### config.mk
export PLATFORM = sky130hd
export DESIGN_NAME = mpe_map
export DESIGN_NICKNAME = d
export VERILOG_FILES = /design/src/rtl/core/mpe_pkg.sv /design/src/rtl/core/mpe_map.sv
export SDC_FILE = /design/constraint.sdc
export NUM_CORES = 2
export LEC_CHECK = 0
export ABC_CLOCK_PERIOD_IN_PS = 10000
export BUFFER_PORTS_ARGS = -buffer_cell sky130_fd_sc_hd__buf_2
export CAP_MARGIN = 20
export CORE_MARGIN = 5
export CORE_UTILIZATION = 52
export CTS_BUF_LIST = sky130_fd_sc_hd__clkbuf_16
export DETAILED_ROUTE_END_ITERATION = 10
export GPL_ROUTABILITY_DRIVEN = 0
export PLACE_DENSITY = 0.7
export SLEW_MARGIN = 20
export SYNTH_ARGS = -nofsm -noshare
export SYNTH_HDL_FRONTEND = slang
export SYNTH_SLANG_ARGS = --single-unit
### constraint.sdc
create_clock -name i_clk -period 10 [get_ports i_clk]
set_input_delay 2 -clock i_clk [delete_from_list [all_inputs] [get_ports i_clk]]
set_output_delay 2 -clock i_clk [all_outputs]
set_load 0.05 [all_outputs]
### src/rtl/core/mpe_pkg.sv
// ----------------------------------------------------------------------------
// mpe_pkg
// Shared types and constants for the Mandelbrot pixel escape block.
// ----------------------------------------------------------------------------
`timescale 1ns / 1ps
`default_nettype none
package mpe_pkg;

    localparam int FRAC_BITS = 28;
    localparam int CFG_ADDR_W = 5;

    localparam logic [2:0] REG_WIDTH  = 3'd0;
    localparam logic [2:0] REG_HEIGHT = 3'd1;
    localparam logic [2:0] REG_MAXIT  = 3'd2;
    localparam logic [2:0] REG_CRE    = 3'd3;
    localparam logic [2:0] REG_CIM    = 3'd4;
    localparam logic [2:0] REG_SPRE   = 3'd5;
    localparam logic [2:0] REG_SPIM   = 3'd6;
    localparam logic [2:0] REG_ESC    = 3'd7;

    typedef struct packed {
        logic [12:0]        image_width;
        logic [12:0]        image_height;
        logic [15:0]        max_iterations;
        logic signed [31:0] center_real;
        logic signed [31:0] center_imag;
        logic [30:0]        span_real;
        logic [30:0]        span_imag;
        logic [30:0]        escape_limit_sq;
    } t_cfg;

    typedef struct packed {
        logic signed [31:0] re;
        logic signed [31:0] im;
    } t_point;

endpackage
`default_nettype wire

### src/rtl/core/mpe_map.sv
// ----------------------------------------------------------------------------
// mpe_map
// Front end: maps a pixel position to the complex point c, using a
// bit-serial divider for the column and row offsets.
// ----------------------------------------------------------------------------
`timescale 1ns / 1ps
`default_nettype none
module mpe_map #(
    parameter int COORD_BITS = 12
) (
    input  wire                  i_clk,
    input  wire                  i_rst_n,
    input  wire                  i_start,
    input  wire [COORD_BITS-1:0] i_col,
    input  wire [COORD_BITS-1:0] i_row,
    input  mpe_pkg::t_cfg        i_cfg,
    input  wire                  i_full,
    output logic                 o_busy,
    output logic                 o_push,
    output mpe_pkg::t_point      o_point
);
    import mpe_pkg::*;

    localparam int PW = COORD_BITS + 31;
    localparam int SW = PW + 3;
    localparam int CW = $clog2(PW);
    localparam logic [CW-1:0] LAST = CW'(PW - 1);
    localparam logic signed [SW-1:0] QMAX = SW'(64'sh0000_0000_7FFF_FFFF);
    localparam logic signed [SW-1:0] QMIN = -SW'(64'sh0000_0000_8000_0000);

    localparam logic [2:0] S_IDLE = 3'd0;
    localparam logic [2:0] S_MUL  = 3'd1;
    localparam logic [2:0] S_DIV  = 3'd2;
    localparam logic [2:0] S_SUM  = 3'd3;
    localparam logic [2:0] S_PUSH = 3'd4;

    logic [2:0]            r_state;
    logic [COORD_BITS-1:0] r_col, r_row;
    logic [PW-1:0]         r_qre, r_qim;
    logic [12:0]           r_rre, r_rim;
    logic [CW-1:0]         r_cnt;
    t_point                r_point;

    logic [12:0]          w_d, h_d;
    logic [13:0]          tre, tim;
    logic                 bre, bim;
    logic signed [SW-1:0] s_re, s_im;

    assign w_d = (i_cfg.image_width  == 13'd0) ? 13'd1 : i_cfg.image_width;
    assign h_d = (i_cfg.image_height == 13'd0) ? 13'd1 : i_cfg.image_height;

    // restoring division step, one quotient bit per cycle
    always_comb begin
        tre = {r_rre, r_qre[PW-1]};
        tim = {r_rim, r_qim[PW-1]};
        bre = (tre >= {1'b0, w_d});
        bim = (tim >= {1'b0, h_d});
        s_re = {{(SW-32){i_cfg.center_real[31]}}, i_cfg.center_real}
             - {{(SW-30){1'b0}}, i_cfg.span_real[30:1]}
             + {3'b000, r_qre};
        s_im = {{(SW-32){i_cfg.center_imag[31]}}, i_cfg.center_imag}
             + {{(SW-30){1'b0}}, i_cfg.span_imag[30:1]}
             - {3'b000, r_qim};
    end

    always_ff @(posedge i_clk) begin
        if (!i_rst_n) begin
            r_state <= S_IDLE;
        end else begin
            unique case (r_state)
                S_IDLE: if (i_start) r_state <= S_MUL;
                S_MUL:  r_state <= S_DIV;
                S_DIV:  if (r_cnt == LAST) r_state <= S_SUM;
                S_SUM:  r_state <= S_PUSH;
                S_PUSH: if (!i_full) r_state <= S_IDLE;
                default: r_state <= S_IDLE;
            endcase
        end
    end

    always_ff @(posedge i_clk) begin
        case (r_state)
            S_IDLE: begin
                r_col <= i_col;
                r_row <= i_row;
            end
            S_MUL: begin
                r_qre <= PW'(r_col) * PW'(i_cfg.span_real);
                r_qim <= PW'(r_row) * PW'(i_cfg.span_imag);
                r_rre <= '0;
                r_rim <= '0;
                r_cnt <= '0;
            end
            S_DIV: begin
                r_rre <= bre ? 13'(tre - {1'b0, w_d}) : tre[12:0];
                r_rim <= bim ? 13'(tim - {1'b0, h_d}) : tim[12:0];
                r_qre <= {r_qre[PW-2:0], bre};
                r_qim <= {r_qim[PW-2:0], bim};
                r_cnt <= r_cnt + 1'b1;
            end
            S_SUM: begin
                r_point.re <= (s_re > QMAX) ? 32'sh7FFF_FFFF :
                              (s_re < QMIN) ? 32'sh8000_0000 : s_re[31:0];
                r_point.im <= (s_im > QMAX) ? 32'sh7FFF_FFFF :
                              (s_im < QMIN) ? 32'sh8000_0000 : s_im[31:0];
            end
            default: ;
        endcase
    end

    assign o_busy  = (r_state != S_IDLE);
    assign o_push  = (r_state == S_PUSH) && !i_full;
    assign o_point = r_point;

endmodule
`default_nettype wire

==> impl_results.md <==
- Status: completed
- Min Tclk post-route: 8.27 ns
- Clock latency on the worst-skew pair: between 0.5 and 0.6 ns
- CTS Buf Count: 28
- CP Capture Type: flop
- # H-tree levels: 1
- Syn Nets: around 5,700
- Hold wc startpoint: r_qim[37]
- Capturing point of the worst reg2reg path: r_qim[39]
- Max cap viols: 0
- CTS Hold Bufs: 0
- Most frequent CP cell: fa_1
- Clk pin slew, worst setup/hold paths: about 0.05 ns
- Overall routing resource usage: 25.1%
- WL per Instance: roughly 18 um
- Area fraction of the dominant cell type after synthesis: between 30% and 40%
- Synth-to-Final Area Change: 7.15%
- CP Max Fanout: 13
- Least-Margin Pin Slew: 1.13 ns
- Final antenna-violating net count: 0
- CP Cell Sequence: buf_2, nand2_1, fa_1, fa_1, fa_1, inv_1, fa_1, inv_1, fa_1, inv_1, ha_1, a2111oi_0, nand2_1, a221o_1, o41ai_2, nor2_1, and3_1, o41a_1, a221oi_1, xor2_1, o21ai_1
- Cell Rows: 101
- YS warnings: 0
- Post-Syn Area: slightly below 0.04 mm2
- FFs w/ async S/R, synth: 0%
- Total grt overflow: 0
- Number of hold violations in the final report: 0
- Share of cells above drive strength 1: under 10%
- Relative slew margins: between 20% and 30%
- CP Launch Type: primary input
- Post-synthesis sequential area ratio: 15.7%
- Top-level I/O count: 293
- CTS tree: yes
- Fill count: between 6,000 and 7,000
- Post-CTS resize count: 0
- RSZ-0062 raised after global routing: false
- CP Class: primary input to flop
- Final Max Tran Viols: 0
- Required @ worst endpoint: 10.28 ns
- DRC Markers: 0
- Slowest stage cell, crit path: o41ai_2
- Clock Sink Count: 209
- Syn avg cell area: 8.68 um2
- Number of vias per cell: around 5.5
- Number of synthesized register bits: between 200 and 250
- Synth Instances: between 4,000 and 5,000
- Top FF cell, synth: edfxtp_1
- Multi-input combinational cell area: between 0.02 and 0.03 mm2
- EDFF count, synth: between 200 and 250
- First-pass GRT wire length: approximately 170 mm
- Die area: 0.0819 mm2
- Hold/Removal Path Class: flop to flop
- Die Ht: 286 um
- CP arrival: 8.55 ns
- Via count: 31,091
- Setup Skew: 0.0121 ns
- Initial antenna violation count: 6
- Hold path cells: 2
- Initial core utilization: 52.3%
- Die Span X: 286 um
- IO Port Bufs: 245
- CP max stage delay: between 0.6 and 0.7 ns
- Largest net degree at the start of global routing: between 90 and 100
- Synth top area cells: fa_1, edfxtp_1, ha_1
- Register area: 0.00625 mm2
- Clock Path Buffers: 3
- Period utilization: 82.7%
- R2R setup slack: 2.61 ns
- Post-CTS Setup Repair Bufs: 0
- DP HPWL: 80.9 mm
- Worst Hold End: r_qim[38]
- Area leader, netlist: fa_1
- Distinct cells, synth: 89
- Path depth of the worst reg2reg path: 20
- Core area: 0.0758 mm2
- Setup Viol. Count Final: 0
- Layout Nets: around 5,800
- Max Clock Freq: between 0.1 and 0.15 GHz
- Worst R2R Start: r_row[10]
- Root Driver: clkbuf_16
- Fin Setup TNS: 0 ns
- DRT Pass-1 Iters: 5
- Number of global-route vias before repair: between 30,000 and 40,000
- Final wirelength: 102 mm
- DR iter-0 viols: between 1,000 and 1,500
## registers in the layout, indices dropped and copies added (netlist names), 6 cells and up
signal	cells
r_qre	43
r_rim	13
r_qim	43
r_col	12
r_rre	13
r_row	12
o_point	64
r_cnt	6
## layer usage
layer,vias up,global-route usage (%),part of all wire [%]
li1,14460,-,-
met1,15505,28.8,37
met2,875,47.7,53
met3,249,2.80,4.9
met4,2,10.2,4.7
met5,-,0,0.012
## layout make-up
| cell class | count | share of cell area, % |
|---|---|---|
| Antenna cell | 4 | 0.0235 |
| Clock buffer | 29 | 1.71 |
| Clock inverter | 23 | 0.444 |
| Inverter | 1015 | 8.96 |
| Multi-Input combinational cell | 3142 | 67.8 |
| Sequential cell | 209 | 14.7 |
| Tap cell | 978 | 2.88 |
| Timing Repair Buffer | 276 | 3.45 |
## metrics by stage
stage | hold WS (ns) | setup WS [ns] | cell area (um2) | utilization, % | instances
finish | 0.555 | 1.73 | 42500 | 56.1 | 5676
global route | 0.598 | 1.51 | 42500 | 56.1 | 5673
CTS | 0.560 | 1.79 | 42500 | 56.1 | 5672
detailed placement | 0.545 | 1.21 | 41600 | 54.9 | 5620
global placement | 0.540 | 1.25 | 41600 | 54.8 | 5619
floorplan | 0.503 | 2.09 | 39700 | - | 4571
## critical path: cells and delay by family
| family | cells | cell delay [ns] |
|---|---|---|
| and+or+nand+nor | 4 | 0.77 |
| AOI/OAI and AO/OA | 6 | 2.23 |
| xor gates and xnor gates | 1 | 0.19 |
| buffers and inverters | 4 | 0.46 |
| adders and majority gates | 6 | 2.87 |
## cells by family (layout without fill, tap and decap cells)
family	Yosys count	count (layout)	share of synthesized area, %
AND/OR/NAND/NOR	1315	1315	15.2
buffers and inverters	1220	1343	11.6
adder cells (fa/ha/maj)	948	948	42.1
AO/OA/AOI/OAI	688	688	11.0
flip-flops	209	209	15.7
XOR/XNOR	165	165	3.66
multiplexers	26	26	0.668
other	0	4	0
## cell usage in the layout (no fill, tap or decap), types with 161 or more instances in the layout
cell | Yosys | routed
a21oi_1 | 190 | 190
and2_1 | 212 | 212
buf_2 | 6 | 245
edfxtp_1 | 206 | 206
fa_1 | 643 | 643
ha_1 | 305 | 305
inv_1 | 1015 | 1020
nand2_1 | 709 | 709
nor2_1 | 163 | 162
o21ai_0 | 161 | 161
## how the worst max path moves through the flow
stage,slack [ns],startpoint,endpoint,cells after the start
2_1_floorplan,2.09,i_cfg[43],r_qim[41],22
3_3_place_gp,1.25,i_cfg[69],r_qre[31],21
3_5_place_dp,1.21,i_cfg[69],r_qre[31],21
4_1_cts,1.79,i_cfg[69],r_qre[31],21
5_1_grt,1.51,i_cfg[38],r_qim[41],21
6_report,1.73,i_cfg[69],r_qre[31],21
## Yosys cell counts (all sizes together), types with 32 or more instances
cell type  count
a211oi        32
xor2          80
clkbuf       193
and2         212
a21o          79
nor2         163
xnor2         85
fa           643
a21oi        190
nand2        709
ha           305
o21ai        208
inv         1015
nand3         37
edfxtp       206
Power is not shown: default switching activity piles up to over one toggle a cycle in this logic, so the estimate is an artifact.
