$ cat src/rtl/core/mpe_pkg.sv
// ----------------------------------------------------------------------------
// mpe_pkg
// Shared types and constants for the Mandelbrot pixel escape block.
// ----------------------------------------------------------------------------
`timescale 1ns / 1ps
`default_nettype none
package mpe_pkg;

    localparam int FRAC_BITS = 28;
    localparam int CFG_ADDR_W = 5;

    localparam logic [2:0] REG_WIDTH  = 3'd0;
    localparam logic [2:0] REG_HEIGHT = 3'd1;
    localparam logic [2:0] REG_MAXIT  = 3'd2;
    localparam logic [2:0] REG_CRE    = 3'd3;
    localparam logic [2:0] REG_CIM    = 3'd4;
    localparam logic [2:0] REG_SPRE   = 3'd5;
    localparam logic [2:0] REG_SPIM   = 3'd6;
    localparam logic [2:0] REG_ESC    = 3'd7;

    typedef struct packed {
        logic [12:0]        image_width;
        logic [12:0]        image_height;
        logic [15:0]        max_iterations;
        logic signed [31:0] center_real;
        logic signed [31:0] center_imag;
        logic [30:0]        span_real;
        logic [30:0]        span_imag;
        logic [30:0]        escape_limit_sq;
    } t_cfg;

    typedef struct packed {
        logic signed [31:0] re;
        logic signed [31:0] im;
    } t_point;

endpackage
`default_nettype wire

$ cat src/rtl/core/mpe_queue.sv
// ----------------------------------------------------------------------------
// mpe_queue
// Two-entry queue of mapped points between front and back end.
// ----------------------------------------------------------------------------
`timescale 1ns / 1ps
`default_nettype none
module mpe_queue (
    input  wire             i_clk,
    input  wire             i_rst_n,
    input  wire             i_push,
    input  mpe_pkg::t_point i_point,
    input  wire             i_pop,
    output logic            o_full,
    output logic            o_empty,
    output mpe_pkg::t_point o_point
);
    import mpe_pkg::*;

    t_point     r_mem [2];
    logic       r_wp, r_rp;
    logic [1:0] r_fill;

    always_ff @(posedge i_clk) begin
        if (!i_rst_n) begin
            r_wp   <= 1'b0;
            r_rp   <= 1'b0;
            r_fill <= 2'd0;
        end else begin
            if (i_push) r_wp <= ~r_wp;
            if (i_pop)  r_rp <= ~r_rp;
            r_fill <= r_fill + {1'b0, i_push} - {1'b0, i_pop};
        end
    end

    always_ff @(posedge i_clk) begin
        if (i_push) r_mem[r_wp] <= i_point;
    end

    assign o_full  = (r_fill == 2'd2);
    assign o_empty = (r_fill == 2'd0);
    assign o_point = r_mem[r_rp];

endmodule
`default_nettype wire

$ cat config.mk
export PLATFORM = sky130hd
export DESIGN_NAME = mpe_queue
export DESIGN_NICKNAME = d
export VERILOG_FILES = /design/src/rtl/core/mpe_pkg.sv /design/src/rtl/core/mpe_queue.sv
export SDC_FILE = /design/constraint.sdc
export NUM_CORES = 1
export LEC_CHECK = 0
export BUFFER_PORTS_ARGS = -buffer_cell sky130_fd_sc_hd__buf_2
export CAP_MARGIN = 20
export CORE_MARGIN = 2
export CORE_UTILIZATION = 45
export CTS_BUF_LIST = sky130_fd_sc_hd__clkbuf_4 sky130_fd_sc_hd__clkbuf_8 sky130_fd_sc_hd__clkbuf_16
export DETAILED_ROUTE_END_ITERATION = 10
export GPL_TIMING_DRIVEN = 1
export PLACE_DENSITY = 0.7
export SKIP_LAST_GASP = 1
export SYNTH_ARGS = -nofsm -noshare
export SYNTH_HDL_FRONTEND = slang
export SYNTH_SLANG_ARGS = --single-unit
$ cat constraint.sdc
create_clock -name i_clk -period 5.05 [get_ports i_clk]
set_input_delay 1.01 -clock i_clk [delete_from_list [all_inputs] [get_ports i_clk]]
set_output_delay 1.01 -clock i_clk [all_outputs]
set_load 0.005 [all_outputs]
==> results of run 1 <==
cells in the final DEF (no fill, tap or decap):
master / n
and2_1: 3
and2_4: 1
buf_2: 133
buf_4: 3
bufinv_16: 1
clkbuf_16: 17
clkbuf_4: 8
clkbuf_8: 1
clkinv_2: 4
clkinvlp_4: 1
dfxtp_1: 4
dfxtp_4: 1
edfxtp_1: 128
ha_1: 2
inv_1: 2
mux2_2: 4
mux2_4: 60
nor2_1: 1
nor2b_1: 3
nor2b_4: 1
o21a_1: 1
xnor3_1: 1
xor2_1: 1
logic make-up after synthesis:
| logic type | count (synthesis) |
|---|---|
| muxes | 64 |
| buffers and inverters | 9 |
| and+or+nand+nor | 9 |
| AOI/OAI and AO/OA | 1 |
| xor gates and xnor gates | 2 |
| DFF | 133 |
| adders and majority gates | 2 |
sequential cells by signal, indices dropped and copies added, names as in the netlist, named ones only:
register	flops
r_wp	1
r_mem	128
r_fill	2
r_rp	1
report_power, final:
part	leakage (nW)	internal, mW	total, mW	switching [mW]
Sequential	1.24	1.28	1.31	0.0363
Combinational	1.08	0.154	0.249	0.0949
Clock	0.283	0.729	1.13	0.402
area by class of cell:
class	instances	area [um^2]
Clock buffer	26	499
Clock inverter	6	57.6
Timing Repair Buffer	136	688
Inverter	2	7.51
Fill cell	848	4820
Tap cell	143	179
Sequential cell	133	3950
Multi-Input combinational cell	78	1070
per-layer routing:
metal / GRT usage / routed length [um] / up-vias
li1: - / - / 1168
met1: 0.162 / 3460 / 1209
met2: 0.225 / 4090 / 88
met3: 0.0454 / 482 / 12
met4: 0.0650 / 129 / 0
met5: 0 / 0 / -
stage by stage:
stage | setup WS [ns] | cell area (um^2)
after floorplan | 0.700 | 5150
after global routing | 1.67 | 6450
final | 1.79 | 6450
after CTS | 1.73 | 6450
after detailed placement | 2.16 | 5900
after global placement | 2.19 | 5900
worst paths after layout:
| kind | from | to | slack (ns) | depth (start not counted) |
|---|---|---|---|---|
| max | register | o_point[51] | 1.79 | 3 |
| min | r_rp$_SDFFE_PN0P_ | register | 0.58 | 2 |
| max reg2reg | r_wp$_SDFFE_PN0P_ | r_mem[0][40]$_DFFE_PP_ | 3.48 | 2 |
| min reg2reg | r_rp$_SDFFE_PN0P_ | register | 0.58 | 2 |
worst reg2reg max path, stage by stage, from the launching register on:
cell	delay, ns
dfxtp_1	0.34
nor2b_4	0.35
buf_4	0.49
==> flow_summary.json, run 1 <==
{
  "period_needed_ns": 3.26,
  "antenna_cells_inserted": 0,
  "path_max_fanout": 47,
  "htree_levels": 4,
  "portBuffers": 133,
  "worst_pin_slew_ns": 0.875,
  "synthArstFlopShare": 0,
  "leakagePower_nw": 2.60,
  "nets": 438,
  "synthCells": 220,
  "via_count": 2477,
  "critPathMaxStageDelay_ns": 0.90,
  "utilization": 0.572,
  "synth_xor_area_frac": 0.00608,
  "synth_top_family_by_area": "multiplexers",
  "synth-edff-count": 128,
  "rsz0062_at_grt": "no",
  "synthTopCellsByArea": "edfxtp_1 (75%), mux2_4 (18%), buf_12 (2.3%), dfxtp_1 (1.9%), mux2_2 (0.88%)",
  "drt_iter0_markers": 81,
  "synth-simple-area-share": 0.0105,
  "cts_made_buffers": 17,
  "cp_cell_sequence": "buf_4 > mux2_4 > buf_2",
  "cp.arrival_ns": 2.25,
  "ir_worst_vdd_uv": 211,
  "drt-total-wl_um": 8170,
  "synth_adder_area_share": 0.00486,
  "synth_cell_types": 14,
  "die_w_um": 111,
  "dieArea_mm2": 0.0123,
  "fin_skew_ns": 0.00632,
  "fp.coreArea_mm2": 0.0113,
  "crit_family": "flip-flops",
  "crit_required_ns": 4.04,
  "viasPerCell": 4.73,
  "synthesis.nets": 290,
  "postSynthAreaPerCell_um2": 23.4,
  "antenna_left": 0,
  "grt_pass1_vias": 2545,
  "slew_viol_final": 0,
  "grt_pass1_wl_um": 12600,
  "ys_seq_elements": 133,
  "drc": 0,
  "layout.cells.non_filler": 524,
  "synth_area_leader_cell": "edfxtp_1",
  "cts_tree": "built",
  "dr.pass1.iters": 4,
  "post_drt_wl_per_cell_um": 15.6,
  "crit_path_start_kind": "register",
  "synth_warnings": 0,
  "holdWs_ns": 0.582,
  "layout-drive-gt1-share": 0.617,
  "ys.flop_type": "edfxtp_1",
  "max_cap_violations": 0,
  "io_pins": 134,
  "cts_setup_buffers": 0,
  "crit_slowest_cell": "dfxtp_4",
  "p_per_area_mw_per_mm2": 417,
  "cp-end-kind": "primary output",
  "clk_pin_slew_ns": 0.05,
  "grt-ovfl-total": 0,
  "die_h_um": 111,
  "place_hpwl_um": 5220,
  "outcome": "finished, final reports clean",
  "area_growth_pct": 25.4,
  "crit_type": "register to primary output",
  "cts-root-buf": "clkbuf_16",
  "p_total_mw": 2.69,
  "post-synth-top-count-cell": "edfxtp_1",
  "start_util": 0.457,
  "fmax_ghz": 0.307,
  "grtUsageTotal": 0.136,
  "gp_congestion": 0.664,
  "synthTopCellsByCount": "edfxtp_1 (128), mux2_4 (60), buf_12 (6)",
  "cts_resized": 0,
  "synth_top_area_share": 0.747,
  "clkLatencyLatePin_ns": 0.40,
  "synth.mux.area_fraction": 0.184,
  "ys_seq_area_frac": 0.766,
  "rows": 39,
  "syn_area_mm2": 0.00515,
  "grt_max_degree": 65,
  "synth_compound_area_frac": 0.00146,
  "setup_tns_ns": 0,
  "cts_hold_buf": 0,
  "setup_violations": 0,
  "grt_antenna_before_repair": 0,
  "slew_headroom": 0.416,
  "cts.path.max_buffers": 2,
  "path_buf_inv": 2,
  "finalCritPeriodShare": 0.645,
  "clkSinkCount": 133,
  "hold_violations": 0,
  "place_inst": 492,
  "hold_class": "register to register"
}
Note: power is estimated with default switching activity, not from simulation.
==> inputs of run 2 (changes only) <==
- PLACE_DENSITY: 0.7 -> 0.72
- clock period: 5.05 -> 2.87 ns (I/O delays scaled with it)
==> run 2 against run 1 <==
Utilization increased by 0.23 points. Critical path depth is the same. Via count grew 0.65%. First-iteration DRC count rose by 73%. Global-route usage grew 0.83 points. Non-clock buffer count up 3. Critical endpoint is now o_point[30].
==> flow_summary.json, run 2 (synthesis gave the netlist of run 1 again) <==
{
  "outcome": "finished, final reports clean",
  "post_drt_wl_per_cell_um": 16.4,
  "grt-ovfl-total": 0,
  "drt_iter0_markers": 140,
  "grt_antenna_before_repair": 0,
  "cts.path.max_buffers": 2,
  "grt_pass1_vias": 2656,
  "cts_hold_buf": 0,
  "cts_setup_buffers": 0,
  "crit_required_ns": 2.30,
  "worst_pin_slew_ns": 0.523,
  "power.share.clock": 0.415,
  "regMostFlops": "r_mem",
  "ir_worst_vdd_uv": 414,
  "cts-root-buf": "clkbuf_16",
  "portBuffers": 133,
  "nets": 441,
  "viasPerCell": 4.77,
  "io_pins": 134,
  "critPathMaxStageDelay_ns": 0.68,
  "path_max_fanout": 27,
  "cts_tree": "built",
  "internal_power_mw": 3.80,
  "fp.coreArea_mm2": 0.0113,
  "hold_class": "input pin to register",
  "die_w_um": 111,
  "crit_slowest_cell": "dfxtp_4",
  "antenna_left": 0,
  "combPwrFrac": 0.098,
  "path_buf_inv": 2,
  "drc": 0,
  "p_per_area_mw_per_mm2": 729,
  "cp-end-kind": "primary output",
  "hold_violations": 0,
  "max_cap_violations": 0,
  "slew_headroom": 0.652,
  "layout-drive-gt1-share": 0.611,
  "rsz0062_at_grt": "no",
  "grtUsageTotal": 0.145,
  "post-route-cell-area_mm2": 0.00648,
  "via_count": 2493,
  "area_growth_pct": 25.9,
  "antenna_cells_inserted": 0,
  "dr.pass1.iters": 4,
  "grt_pass1_wl_um": 13300,
  "slew_viol_final": 0,
  "seqPwrFrac": 0.487,
  "setup_tns_ns": 0,
  "die_h_um": 111,
  "rows": 39,
  "dieArea_mm2": 0.0123,
  "finalCritPeriodShare": 0.857,
  "htree_levels": 4,
  "mostFrequentLayoutCells": "buf_2 (133), edfxtp_1 (128), mux2_4 (60), clkbuf_16 (17)",
  "crit_type": "register to primary output",
  "crit_family": "flip-flops",
  "crit_path_start_kind": "register",
  "cp.arrival_ns": 1.89,
  "clkSinkCount": 133,
  "clk_pin_slew_ns": 0.05,
  "cp_cell_sequence": "buf_4 > mux2_4 > buf_2",
  "fin_skew_ns": 0.00588,
  "setup_violations": 0,
  "drt-total-wl_um": 8590,
  "final_common_cell": "buf_2",
  "period_needed_ns": 2.46,
  "r2r_slack_ns": 1.44,
  "gp_congestion": 0.667,
  "leakagePower_nw": 2.61,
  "fmax_ghz": 0.407,
  "largest_register_ffs": 128,
  "switching_share": 0.196,
  "cts_made_buffers": 17,
  "start_util": 0.457,
  "p_sw_mw": 0.927,
  "placed_area_mm2": 0.00594,
  "grt_max_degree": 38,
  "top_regs": "r_mem (128), r_fill (2)",
  "cts_resized": 0,
  "place_hpwl_um": 5690,
  "clkLatencyLatePin_ns": 0.39
}
## run 2: changes by cell type in the layout (fill, tap and decap cells not counted)
cell        previous run  this run
clkbuf_4               8         3
clkinvlp_4             1         0
buf_4                  3         4
buf_12                 0         2
clkbuf_8               1         0
bufinv_16              1         2
clkinv_1               0         2
## run 2: final timing paths
kind | startpoint | endpoint | depth (start not counted)
max | register | o_point[30] | 3
min | i_point[28] | r_mem[0][28]$_DFFE_PP_ | 1
max reg2reg | r_wp$_SDFFE_PN0P_ | r_mem[1][54]$_DFFE_PP_ | 2
min reg2reg | r_rp$_SDFFE_PN0P_ | register | 2
## run 2: power by group through the flow
stage	logic [mW]	clock network (mW)	registers, mW
2_1_floorplan	0.319	0	2.31
3_3_place_gp	0.460	0	2.33
3_5_place_dp	0.472	0	2.34
4_1_cts	0.474	2.02	2.30
5_1_grt	0.499	2.11	2.31
6_report	0.463	1.96	2.30
## run 2: area by class of cell
cell class,count,area (um^2)
clock buffer,20,448
clock inverter,8,87.6
fill,877,4790
inverter,2,7.51
multi-input combinational,78,1070
sequential,133,3950
tap,143,179
timing repair buffer,139,736
## run 2: per-layer routing
layer  track usage  share of wire  vias to the layer above
li1              -              -                     1168
met1         0.165           0.40                     1240
met2         0.248           0.54                       81
met3        0.0476          0.053                        4
met4        0.0650         0.0095                        0
met5             0              0                        -
## run 2: metrics by stage
step	power, mW	setup slack (ns)	hold WS (ns)	instances	util
final	4.72	0.411	0.362	523	0.575
after global routing	4.92	0.301	0.340	523	0.575
after CTS	4.79	0.351	0.341	523	0.575
after detailed placement	2.81	0.782	0.568	495	0.527
after global placement	2.79	0.814	0.558	495	0.527
after floorplan	2.63	0.166	0.555	220	-
==> inputs of run 3 (changes only) <==
==> constraint.sdc (replaced) <==
create_clock -name i_clk -period 2.87 [get_ports i_clk]
set_input_delay 0.574 -clock i_clk [delete_from_list [all_inputs] [get_ports i_clk]]
set_output_delay 0.574 -clock i_clk [all_outputs]
set_load 0.02 [all_outputs]
==> run 3 against run 2 <==
Worst hold slack worse by 0.0044 ns. Largest cell class unchanged. Sequential power about the same. Critical endpoint is now o_point[63]. Critical path type unchanged. Die area unchanged.
==> flow_summary.json, run 3 (synthesis gave the netlist of run 1 again) <==
{
  "nets": 440,
  "nFillCells": 846,
  "htree_levels": 4,
  "io_pins": 134,
  "path_max_fanout": 41,
  "cp-end-kind": "primary output",
  "slew_viol_final": 0,
  "reg2reg_from": "r_wp$_SDFFE_PN0P_",
  "largest_register_ffs": 128,
  "period_needed_ns": 2.19,
  "dieArea_mm2": 0.0123,
  "ir_worst_vdd_uv": 503,
  "antenna_cells_inserted": 0,
  "crit_slowest_cell": "dfxtp_4",
  "drt-total-wl_um": 8450,
  "cts.path.max_buffers": 2,
  "worst_pin_slew_ns": 0.726,
  "r2r_slack_ns": 1.36,
  "crit_path_start_kind": "register",
  "antenna_left": 0,
  "post_drt_wl_per_cell_um": 16.1,
  "drt_iter0_markers": 84,
  "clkSinkCount": 133,
  "start_util": 0.457,
  "mostFrequentLayoutCells": "buf_2 (133), edfxtp_1 (128), mux2_4 (60), clkbuf_16 (17)",
  "p_sw_mw": 1.11,
  "multi_input_area_mm2": 0.00107,
  "grt_pass1_wl_um": 13100,
  "hp-start": "i_point[24]",
  "cp.arrival_ns": 1.62,
  "seqPwrFrac": 0.437,
  "cts_resized": 0,
  "finalCritPeriodShare": 0.763,
  "max_cap_violations": 0,
  "cp_cell_sequence": "buf_12 > mux2_2 > buf_2",
  "critPathMaxStageDelay_ns": 0.37,
  "area_growth_pct": 28.6,
  "place_hpwl_um": 5580,
  "clkLatencyLatePin_ns": 0.40,
  "layout-drive-gt1-share": 0.614,
  "utilization": 0.587,
  "cts_made_buffers": 17,
  "hold_class": "input pin to register",
  "top_regs": "r_mem (128), r_fill (2)",
  "crit_type": "register to primary output",
  "via_count": 2479,
  "grt_pass1_vias": 2620,
  "setup_violations": 0,
  "outcome": "finished, final reports clean",
  "holdWs_ns": 0.358,
  "grt-ovfl-total": 0,
  "cts_setup_buffers": 0,
  "viasPerCell": 4.71,
  "setup_tns_ns": 0,
  "register_area_mm2": 0.00395,
  "dr.pass1.iters": 4,
  "die_w_um": 111,
  "combPwrFrac": 0.117,
  "gp_congestion": 0.686,
  "cts-root-buf": "clkbuf_16",
  "hold_violations": 0,
  "crit_required_ns": 2.30,
  "final_common_cell": "buf_2",
  "die_h_um": 111,
  "portBuffers": 133,
  "fp.coreArea_mm2": 0.0113,
  "leakagePower_nw": 2.66,
  "power.share.clock": 0.446,
  "switching_share": 0.214,
  "p_per_area_mw_per_mm2": 787,
  "fmax_ghz": 0.457,
  "dp_slack_ns": 0.889,
  "grt_max_degree": 42,
  "rsz0062_at_grt": "no",
  "grt_antenna_before_repair": 0,
  "fin_ws_ns": 0.681,
  "drc": 0,
  "internal_power_mw": 4.09,
  "grtUsageTotal": 0.142,
  "clk_pin_slew_ns": 0.05,
  "rows": 39,
  "slew_headroom": 0.515,
  "p_total_mw": 5.21,
  "cts_tree": "built",
  "fin_skew_ns": 0.00626,
  "cts_hold_buf": 0,
  "regMostFlops": "r_mem"
}
-- run 3: layout make-up --
cell class	count	share of cell area
flip-flops and latches	133	0.596
clock inverters	13	0.0310
multi-input cells	78	0.162
well taps	143	0.0270
repair buffers	138	0.116
clock buffers	19	0.0665
inverters	2	0.00113
-- run 3: path summary, 6_finish.rpt --
check	to	depth (start not counted)
worst max register to register	r_mem[0][3]$_DFFE_PP_	2
worst max-delay path	o_point[63]	3
worst min register to register	register	2
worst min-delay path	r_mem[1][24]$_DFFE_PP_	1
-- run 3: power groups by stage --
stage                     Sequential (mW)  Combinational (mW)  Clock (mW)
final                                2.28               0.608        2.32
after global routing                 2.28               0.648        2.45
after CTS                            2.28               0.620        2.37
after detailed placement             2.32               0.618           0
after global placement               2.31               0.608           0
after floorplan                      2.31               0.442           0
-- run 3: layer usage --
metal / routed length, um / GRT usage
met1: 3390 / 0.156
met2: 4490 / 0.247
met3: 439 / 0.0481
met4: 126 / 0.0725
met5: 0 / 0
-- run 3: metrics by stage --
step	instance area, um^2	std cells
floorplan	5150	220
global route	6620	526
CTS	6620	526
global placement	5970	494
detailed placement	5970	494
finish	6620	526
-- run 3: critical path, delay by kind of cell, from the launching register on --
family	cells	cell delay (ns)
buffers and inverters	2	0.46
flip-flops	1	0.37
multiplexers	1	0.37
